$ cat config.mk
export PLATFORM = sky130hd
export DESIGN_NAME = artifact_color_crt_fixup_flat
export DESIGN_NICKNAME = d
export VERILOG_FILES = /design/src/design/acf_pkg.sv /design/src/design/acf_in_if.sv /design/src/design/acf_out_if.sv /design/src/design/acf_fixup.sv /design/src/design/acf_result_fifo.sv /design/src/design/artifact_color_crt_fixup.sv /design/src/flat_wrapper.sv
export SDC_FILE = /design/constraint.sdc
export NUM_CORES = 1
export LEC_CHECK = 0
export ABC_CLOCK_PERIOD_IN_PS = 4400
export BUFFER_PORTS_ARGS = -buffer_cell sky130_fd_sc_hd__buf_2
export CORE_MARGIN = 2
export CORE_UTILIZATION = 50
export CTS_CLUSTER_SIZE = 24
export DETAILED_ROUTE_END_ITERATION = 10
export GPL_TIMING_DRIVEN = 0
export MAX_ROUTING_LAYER = met4
export PLACE_DENSITY_LB_ADDON = 0.15
export SYNTH_ARGS = -nofsm -noshare
export SYNTH_HDL_FRONTEND = slang
export SYNTH_SLANG_ARGS = --single-unit
$ cat constraint.sdc
create_clock -name clk_i -period 4.4 [get_ports clk_i]
set_input_delay 0.66 -clock clk_i [delete_from_list [all_inputs] [get_ports clk_i]]
set_output_delay 0.66 -clock clk_i [all_outputs]
set_load 0.02 [all_outputs]
$ cat src/design/acf_pkg.sv
// Package: shared types, color codes and a helper function for the artifact color fix-up
`timescale 1ns / 1ps
package acf_pkg;

  localparam int unsigned FifoDepth = 4;
  localparam int unsigned PtrW      = $clog2(FifoDepth);
  localparam int unsigned CntW      = $clog2(FifoDepth + 1);

  typedef logic [1:0] color_t;

  localparam color_t SrcBlack  = 2'd0;
  localparam color_t SrcBlue   = 2'd1;
  localparam color_t SrcOrange = 2'd2;
  localparam color_t SrcWhite  = 2'd3;

  typedef struct packed {
    color_t left_color;
    color_t right_color;
    logic   row_done;
    logic   last_for_input;
  } result_t;

  typedef struct packed {
    logic push_a;
    logic push_b;
  } push_t;

  function automatic color_t to_code(color_t src, logic phase);
    color_t code;
    code = src;
    if (phase && (src == SrcBlue || src == SrcOrange)) begin
      code = src ^ SrcWhite;
    end
    return code;
  endfunction

endpackage

$ cat src/design/acf_in_if.sv
// Interface: input channel carrying one source bit pair per transfer
`timescale 1ns / 1ps
interface acf_in_if;
  logic       valid;
  logic       ready;
  logic [1:0] bit_pair;
  logic       row_end;

  modport source (output valid, output bit_pair, output row_end, input ready);
  modport sink   (input valid, input bit_pair, input row_end, output ready);
endinterface

$ cat src/design/acf_out_if.sv
// Interface: output channel carrying one fixed-up pixel pair per transfer
`timescale 1ns / 1ps
interface acf_out_if;
  logic       valid;
  logic       ready;
  logic [1:0] left_color;
  logic [1:0] right_color;
  logic       row_done;
  logic       last_for_input;

  modport source (output valid, output left_color, output right_color, output row_done,
                  output last_for_input, input ready);
  modport sink   (input valid, input left_color, input right_color, input row_done,
                  input last_for_input, output ready);
endinterface

$ cat src/design/acf_fixup.sv
// Fix-up stage: holds one pair, applies the artifact color rules, forms up to two results
`timescale 1ns / 1ps
module acf_fixup
  import acf_pkg::*;
(
  input  logic    clk_i,
  input  logic    rst_ni,
  input  logic    cfg_we_i,
  input  logic    cfg_wdata_i,
  input  logic    in_fire_i,
  input  color_t  bit_pair_i,
  input  logic    row_end_i,
  output push_t   push_o,
  output result_t res_a_o,
  output result_t res_b_o
);

  logic   color_phase_q;
  color_t held_base_q;
  logic   held_valid_q;
  logic   held_is_first_q;
  color_t prior_right_q;

  color_t left_a, right_a, left_b, right_b, prior_b;

  always_comb begin
    left_a  = held_base_q;
    right_a = held_base_q;
    if (held_base_q == SrcBlue) begin
      if (bit_pair_i == SrcOrange || bit_pair_i == SrcWhite) begin
        left_a  = SrcBlack;
        right_a = SrcWhite;
      end
    end else if (held_base_q == SrcOrange && !held_is_first_q) begin
      if (prior_right_q == SrcBlue || prior_right_q == SrcWhite) begin
        left_a  = SrcWhite;
        right_a = SrcBlack;
      end
    end

    prior_b = held_valid_q ? right_a : prior_right_q;
    left_b  = bit_pair_i;
    right_b = bit_pair_i;
    if (bit_pair_i == SrcOrange && held_valid_q) begin
      if (prior_b == SrcBlue || prior_b == SrcWhite) begin
        left_b  = SrcWhite;
        right_b = SrcBlack;
      end
    end
  end

  assign push_o.push_a = in_fire_i && held_valid_q;
  assign push_o.push_b = in_fire_i && row_end_i;

  assign res_a_o.left_color     = to_code(left_a, color_phase_q);
  assign res_a_o.right_color    = to_code(right_a, color_phase_q);
  assign res_a_o.row_done       = 1'b0;
  assign res_a_o.last_for_input = !row_end_i;

  assign res_b_o.left_color     = to_code(left_b, color_phase_q);
  assign res_b_o.right_color    = to_code(right_b, color_phase_q);
  assign res_b_o.row_done       = 1'b1;
  assign res_b_o.last_for_input = 1'b1;

  always_ff @(posedge clk_i or negedge rst_ni) begin
    if (!rst_ni) begin
      color_phase_q   <= 1'b0;
      held_base_q     <= SrcBlack;
      held_valid_q    <= 1'b0;
      held_is_first_q <= 1'b0;
      prior_right_q   <= SrcBlack;
    end else begin
      if (cfg_we_i) begin
        color_phase_q <= cfg_wdata_i;
      end
      if (in_fire_i) begin
        if (row_end_i) begin
          prior_right_q   <= right_b;
          held_base_q     <= SrcBlack;
          held_valid_q    <= 1'b0;
          held_is_first_q <= 1'b0;
        end else begin
          if (held_valid_q) begin
            prior_right_q <= right_a;
          end
          held_base_q     <= bit_pair_i;
          held_valid_q    <= 1'b1;
          held_is_first_q <= !held_valid_q;
        end
      end
    end
  end

endmodule

$ cat src/design/acf_result_fifo.sv
// Result queue: takes up to two results per cycle, hands out one per transfer
`timescale 1ns / 1ps
module acf_result_fifo
  import acf_pkg::*;
(
  input  logic    clk_i,
  input  logic    rst_ni,
  input  push_t   push_i,
  input  result_t res_a_i,
  input  result_t res_b_i,
  output logic    room_o,
  output logic    valid_o,
  input  logic    ready_i,
  output result_t data_o
);

  result_t             mem_q [FifoDepth];
  logic    [PtrW-1:0]  wptr_q, rptr_q;
  logic    [CntW-1:0]  count_q;
  logic                pop;
  logic    [PtrW-1:0]  wptr_b;

  assign valid_o = (count_q != '0);
  assign pop     = valid_o && ready_i;
  assign room_o  = (count_q <= CntW'(FifoDepth - 2));
  assign data_o  = mem_q[rptr_q];
  assign wptr_b  = wptr_q + PtrW'(push_i.push_a);

  always_ff @(posedge clk_i) begin
    if (push_i.push_a) begin
      mem_q[wptr_q] <= res_a_i;
    end
    if (push_i.push_b) begin
      mem_q[wptr_b] <= res_b_i;
    end
  end

  always_ff @(posedge clk_i or negedge rst_ni) begin
    if (!rst_ni) begin
      wptr_q  <= '0;
      rptr_q  <= '0;
      count_q <= '0;
    end else begin
      wptr_q  <= wptr_q + PtrW'(push_i.push_a) + PtrW'(push_i.push_b);
      rptr_q  <= rptr_q + PtrW'(pop);
      count_q <= count_q + CntW'(push_i.push_a) + CntW'(push_i.push_b) - CntW'(pop);
    end
  end

`ifndef SYNTHESIS
  a_count_bound: assert property (@(posedge clk_i) disable iff (!rst_ni)
    count_q <= CntW'(FifoDepth))
    else $error("result queue count out of range");

  a_push_room: assert property (@(posedge clk_i) disable iff (!rst_ni)
    (push_i.push_a || push_i.push_b) |-> count_q <= CntW'(FifoDepth - 2))
    else $error("push into queue without room");

  a_pop_only: assert property (@(posedge clk_i) disable iff (!rst_ni)
    (pop && !push_i.push_a && !push_i.push_b) |=> count_q == $past(count_q) - CntW'(1))
    else $error("queue count did not drop on transfer");
`endif

endmodule

$ cat src/design/artifact_color_crt_fixup.sv
// Latency: a pair's result is queued one input transfer later, or on its own row_end transfer.
// A result is visible at the output once it is written to the queue and reaches its head.
// Throughput: one input transfer per cycle while the four-entry result queue has room
// for two results; a row_end transfer with a held pair adds one result.
// Reset: asynchronous, active low; clears held pair, phase and queue.
// Top level: artifact color decoder with CRT fix-up
`timescale 1ns / 1ps
module artifact_color_crt_fixup
  import acf_pkg::*;
(
  input  logic          clk_i,
  input  logic          rst_ni,
  input  logic          cfg_we_i,
  input  logic          cfg_wdata_i,
  acf_in_if.sink        in_ch,
  acf_out_if.source     out_ch
);

  push_t   push;
  result_t res_a, res_b, res_out;
  logic    room;
  logic    in_fire;

  assign in_ch.ready = room;
  assign in_fire     = in_ch.valid && room;

  acf_fixup u_fixup (
    .clk_i       (clk_i),
    .rst_ni      (rst_ni),
    .cfg_we_i    (cfg_we_i),
    .cfg_wdata_i (cfg_wdata_i),
    .in_fire_i   (in_fire),
    .bit_pair_i  (in_ch.bit_pair),
    .row_end_i   (in_ch.row_end),
    .push_o      (push),
    .res_a_o     (res_a),
    .res_b_o     (res_b)
  );

  acf_result_fifo u_result_fifo (
    .clk_i   (clk_i),
    .rst_ni  (rst_ni),
    .push_i  (push),
    .res_a_i (res_a),
    .res_b_i (res_b),
    .room_o  (room),
    .valid_o (out_ch.valid),
    .ready_i (out_ch.ready),
    .data_o  (res_out)
  );

  assign out_ch.left_color     = res_out.left_color;
  assign out_ch.right_color    = res_out.right_color;
  assign out_ch.row_done       = res_out.row_done;
  assign out_ch.last_for_input = res_out.last_for_input;

endmodule
$ cat src/flat_wrapper.sv
// flat-port wrapper written by rule: the top's interface ports become plain ports
module artifact_color_crt_fixup_flat import acf_pkg::*;
  (clk_i, rst_ni, cfg_we_i, cfg_wdata_i, in_ch_valid, in_ch_bit_pair, in_ch_row_end, in_ch_ready, out_ch_valid, out_ch_left_color, out_ch_right_color, out_ch_row_done, out_ch_last_for_input, out_ch_ready);
  acf_in_if in_ch_i ();
  acf_out_if out_ch_i ();
  input  logic clk_i;
  input  logic rst_ni;
  input  logic cfg_we_i;
  input  logic cfg_wdata_i;
  input wire logic [$bits(in_ch_i.valid)-1:0] in_ch_valid;
  input wire logic [$bits(in_ch_i.bit_pair)-1:0] in_ch_bit_pair;
  input wire logic [$bits(in_ch_i.row_end)-1:0] in_ch_row_end;
  output wire logic [$bits(in_ch_i.ready)-1:0] in_ch_ready;
  output wire logic [$bits(out_ch_i.valid)-1:0] out_ch_valid;
  output wire logic [$bits(out_ch_i.left_color)-1:0] out_ch_left_color;
  output wire logic [$bits(out_ch_i.right_color)-1:0] out_ch_right_color;
  output wire logic [$bits(out_ch_i.row_done)-1:0] out_ch_row_done;
  output wire logic [$bits(out_ch_i.last_for_input)-1:0] out_ch_last_for_input;
  input wire logic [$bits(out_ch_i.ready)-1:0] out_ch_ready;
  assign in_ch_i.valid = in_ch_valid;
  assign in_ch_i.bit_pair = in_ch_bit_pair;
  assign in_ch_i.row_end = in_ch_row_end;
  assign in_ch_ready = in_ch_i.ready;
  assign out_ch_valid = out_ch_i.valid;
  assign out_ch_left_color = out_ch_i.left_color;
  assign out_ch_right_color = out_ch_i.right_color;
  assign out_ch_row_done = out_ch_i.row_done;
  assign out_ch_last_for_input = out_ch_i.last_for_input;
  assign out_ch_i.ready = out_ch_ready;
  artifact_color_crt_fixup u_core (.clk_i(clk_i), .rst_ni(rst_ni), .cfg_we_i(cfg_we_i), .cfg_wdata_i(cfg_wdata_i), .in_ch(in_ch_i), .out_ch(out_ch_i));
endmodule
==> results.md <==
* Outcome: complete, no violations
* Maximum achievable frequency at 0.342 GHz
* Final worst path period share at 66.5%
* Net count, final at 229
* Die boundary width at 68.9 um
* Number of top-level pins at 17
* Endpoint type of the worst setup path: register
* Top cells by area, synth: sky130_fd_sc_hd__edfxtp_1 (23%), sky130_fd_sc_hd__dfrtp_1 (15%), sky130_fd_sc_hd__dfxtp_1 (7.6%), sky130_fd_sc_hd__mux4_2 (6.4%), sky130_fd_sc_hd__nand2_1 (4.6%)
* Count of unresolved DRC violations after routing at 0
* Maximum clock skew at final layout at 0.00384 ns
* Worst slew margin at 53.5%
* Critical Path Most Common Cell: sky130_fd_sc_hd__ha_1
* Most common library cell in the layout ignoring fill and taps: sky130_fd_sc_hd__nand2_1
* Post-route core utilization at 58.6%
* Final sum of negative setup slack at 0 ns
* Final worst setup slack at 1.47 ns
* Worst r2r path cells at 10
* Post-synthesis to final-layout area growth at 12.1%
* Logic depth of the worst path, buffers included at 10
* Core region area at 0.00403 sq mm
* Delay of the slowest critical-path stage at 0.36 ns
* Estimated wirelength of the detail-placed design at 3280 um
* Clock tree root buffer cell: sky130_fd_sc_hd__clkbuf_8
* Sinks on Clock Net at 37
* Number of vias in the routed layout at 1,488
* Total routing usage reported by global routing at 21.1%
* Worst setup timing slack at the placement stage at 1.50 ns
* Number of standard-cell rows in the floorplan at 23
* Die Outline Area at 0.00475 sq mm
* H-tree levels at 2
* Resize count post-CTS at 0
* DRT Wirelength at 4210 um
* Worst supply voltage drop on vdd at 434 uV
* Data arrival, critical path at 2.92 ns
* Post-synth net total at 206
* Congestion Overflow GR at 0
* Time the final worst path needs with I/O delays and setup at 2.93 ns
* Pin count of the biggest net entering global routing at 14
* Die height at 68.9 um
* Number of distinct library cells after synthesis at 46
* Post-synthesis average cell area at 11.1 sq um
* Critical Path RT at 4.39 ns
* Number of nets still failing antenna checks after routing at 0
* Buf+Inv Stages, Crit Path at 3
* Fraction of final layout cells sized beyond drive strength 1 at 22.4%
* Number of synthesis warnings at 0
* Clock tree from TritonCTS: built
* Max-capacitance violation count at 0
* Register area share after synthesis at 45.9%
* Worst setup path class: register to register
* Async SR Flop Fraction at 35.1%
* Clock slew at the register clock pins of the worst setup and hold paths at 0.07 ns
* Transition time of the tightest slew-check pin at 0.691 ns
* Vias per cell at 5.64
* Worst setup slack for register-to-register paths at 1.47 ns
* Number of buffers inserted during clock tree synthesis at 5
* Unrepaired setup endpoints after global routing: no
* Number of synthesized flops with an enable pin at 16
* Number of storage elements in the synthesis netlist at 37
* Top-area cell type share of the netlist area at 22.8%
* Bufs on Longest Clock Path at 2
* Number of antenna violations at the first check in global routing at 0
* Clock network latency to the later pin of the worst-skew pair at 0.29 ns
* Initial DRT Pass Iterations at 4
* Leak Pwr at 0.00102 uW
* Final count of negative-setup-slack endpoints at 0
* Top library cells by usage in the layout, fill and taps aside: sky130_fd_sc_hd__nand2_1 (26), sky130_fd_sc_hd__buf_2 (20), sky130_fd_sc_hd__edfxtp_1 (16)
* Number of instances in the synthesized netlist at 190
* Critical Path Slowest Stage Cell: sky130_fd_sc_hd__dfrtp_1
* Final RePlAce weighted congestion at 0.845
* Number of port buffers at 16
* Post-synthesis cell type with the largest combined area: sky130_fd_sc_hd__edfxtp_1
* Synth Cell Area at 0.00211 sq mm
* Category of cells accounting for the largest share of critical-path delay: simple AND/OR/NAND/NOR gates
* Final count of pins violating max slew at 0
* Hold Vio Cnt, Final at 0
* Cell area power density at 672 mW/mm^2
* Hold buffer count at cts at 0
* Ordered list of cells on the worst path: inv_1, ha_1, clkbuf_4, or2_2, and3_1, ha_1, and2b_1, o2111ai_1, buf_6, nand2_1
* Classification of the worst-slack hold path: input port to asynchronous set/reset pin
* Number of global-route vias before repair at 1,411
* Launching element type of the critical path: register
* Primary FF master, synth: sky130_fd_sc_hd__edfxtp_1
* Maximum fanout along the worst path at 10
* Number of violations reported at the end of detailed-routing iteration 0 at 120
* Initial Util at 52.3%
* Antenna cells at 0
* Post-CTS setup repair buffer count at 0
* Fill cell instance count of the final layout at 354
* Global-route wire length before repair at 6900 um
* Post-detailed-route wirelength per cell at 15.9 um
-- cell usage after synthesis (2+ instances only) --
| library cell | instances |
|---|---|
| sky130_fd_sc_hd__xnor2_1 | 2 |
| sky130_fd_sc_hd__o2111a_1 | 2 |
| sky130_fd_sc_hd__nor2_1 | 11 |
| sky130_fd_sc_hd__a21o_1 | 2 |
| sky130_fd_sc_hd__o2111ai_1 | 5 |
| sky130_fd_sc_hd__nor2b_1 | 3 |
| sky130_fd_sc_hd__o211ai_1 | 5 |
| sky130_fd_sc_hd__mux4_2 | 6 |
| sky130_fd_sc_hd__dfxtp_1 | 8 |
| sky130_fd_sc_hd__clkbuf_4 | 2 |
| sky130_fd_sc_hd__ha_1 | 5 |
| sky130_fd_sc_hd__inv_1 | 9 |
| sky130_fd_sc_hd__nand3_1 | 4 |
| sky130_fd_sc_hd__o21a_1 | 2 |
| sky130_fd_sc_hd__a21oi_1 | 5 |
| sky130_fd_sc_hd__dfrtp_1 | 13 |
| sky130_fd_sc_hd__buf_2 | 4 |
| sky130_fd_sc_hd__buf_6 | 5 |
| sky130_fd_sc_hd__xor2_1 | 2 |
| sky130_fd_sc_hd__nand2b_1 | 4 |
| sky130_fd_sc_hd__and2_1 | 3 |
| sky130_fd_sc_hd__nand2_1 | 26 |
| sky130_fd_sc_hd__o31ai_1 | 3 |
| sky130_fd_sc_hd__clkbuf_1 | 2 |
| sky130_fd_sc_hd__edfxtp_1 | 16 |
| sky130_fd_sc_hd__fa_1 | 2 |
| sky130_fd_sc_hd__o21ai_0 | 9 |
| sky130_fd_sc_hd__a31o_1 | 8 |
| sky130_fd_sc_hd__o22ai_1 | 5 |
-- flip-flops by register name, indices dropped and copies added, names as in the netlist --
register,cells
u_core.u_fixup.prior_right_q,1
u_core.u_result_fifo.rptr_q,2
u_core.u_result_fifo.count_q,3
u_core.u_result_fifo.mem_q,24
u_core.u_fixup.color_phase_q,1
u_core.u_fixup.held_valid_q,1
u_core.u_result_fifo.wptr_q,2
u_core.u_fixup.held_is_first_q,1
u_core.u_fixup.held_base_q,2
-- cells by family (layout without fill, tap and decap cells) --
logic type	count (synthesis)	in the layout	synth area share, %
flops	37	37	45.9
fa+ha+maj	7	7	4.87
xor+xnor	5	5	2.97
simple gates	57	57	13.3
mux	8	8	7.49
buf+inv	23	47	6.48
compound gates	53	53	19.1
-- cell type report --
class	instances	area, sq um	share of cell area [%]
Buffer	13	98.8	4.19
Clock buffer	8	111	4.72
Inverter	10	37.5	1.59
Multi-Input combinational cell	130	1000	42.5
Sequential cell	37	966	40.9
Tap cell	50	62.6	2.65
Timing Repair Buffer	16	80.1	3.39
-- per-stage QoR --
stage	cell area, sq um	std cells	hold WS, ns	total power (uW)
2_1_floorplan	2110	190	0.364	1140
6_report	2360	264	0.234	1580
3_3_place_gp	2250	256	0.429	1280
3_5_place_dp	2250	256	0.434	1320
5_1_grt	2360	264	0.251	1700
4_1_cts	2360	264	0.245	1590
-- metal layers --
metal | up-vias | wire (um) | global-route usage, %
met5 | - | 0 | -
met4 | 0 | 74 | 7.35
met3 | 7 | 181 | 5.52
met2 | 51 | 2020 | 33.3
met1 | 687 | 1940 | 26.3
li1 | 743 | - | -
-- worst paths after layout --
path                                             startpoint                                to
max                         u_core.u_result_fifo.count_q[1]  u_core.u_result_fifo.mem_q[2][2]
min                                                  rst_ni     u_core.u_fixup.held_base_q[1]
max reg2reg                 u_core.u_result_fifo.count_q[1]  u_core.u_result_fifo.mem_q[2][2]
min reg2reg                u_core.u_result_fifo.mem_q[2][1]  u_core.u_result_fifo.mem_q[2][1]
max in group asynchronous                            rst_ni    u_core.u_result_fifo.rptr_q[0]
min in group clk_i         u_core.u_result_fifo.mem_q[2][1]  u_core.u_result_fifo.mem_q[2][1]
-- power breakdown --
part | switching, uW | leakage (uW) | internal [uW]
sequential | 61.2 | 0.000372 | 487
combinational | 429 | 0.000587 | 327
clock | 119 | 0.0000566 | 162
total | 609 | 0.00102 | 976
Note: power is estimated with default switching activity, not from simulation.
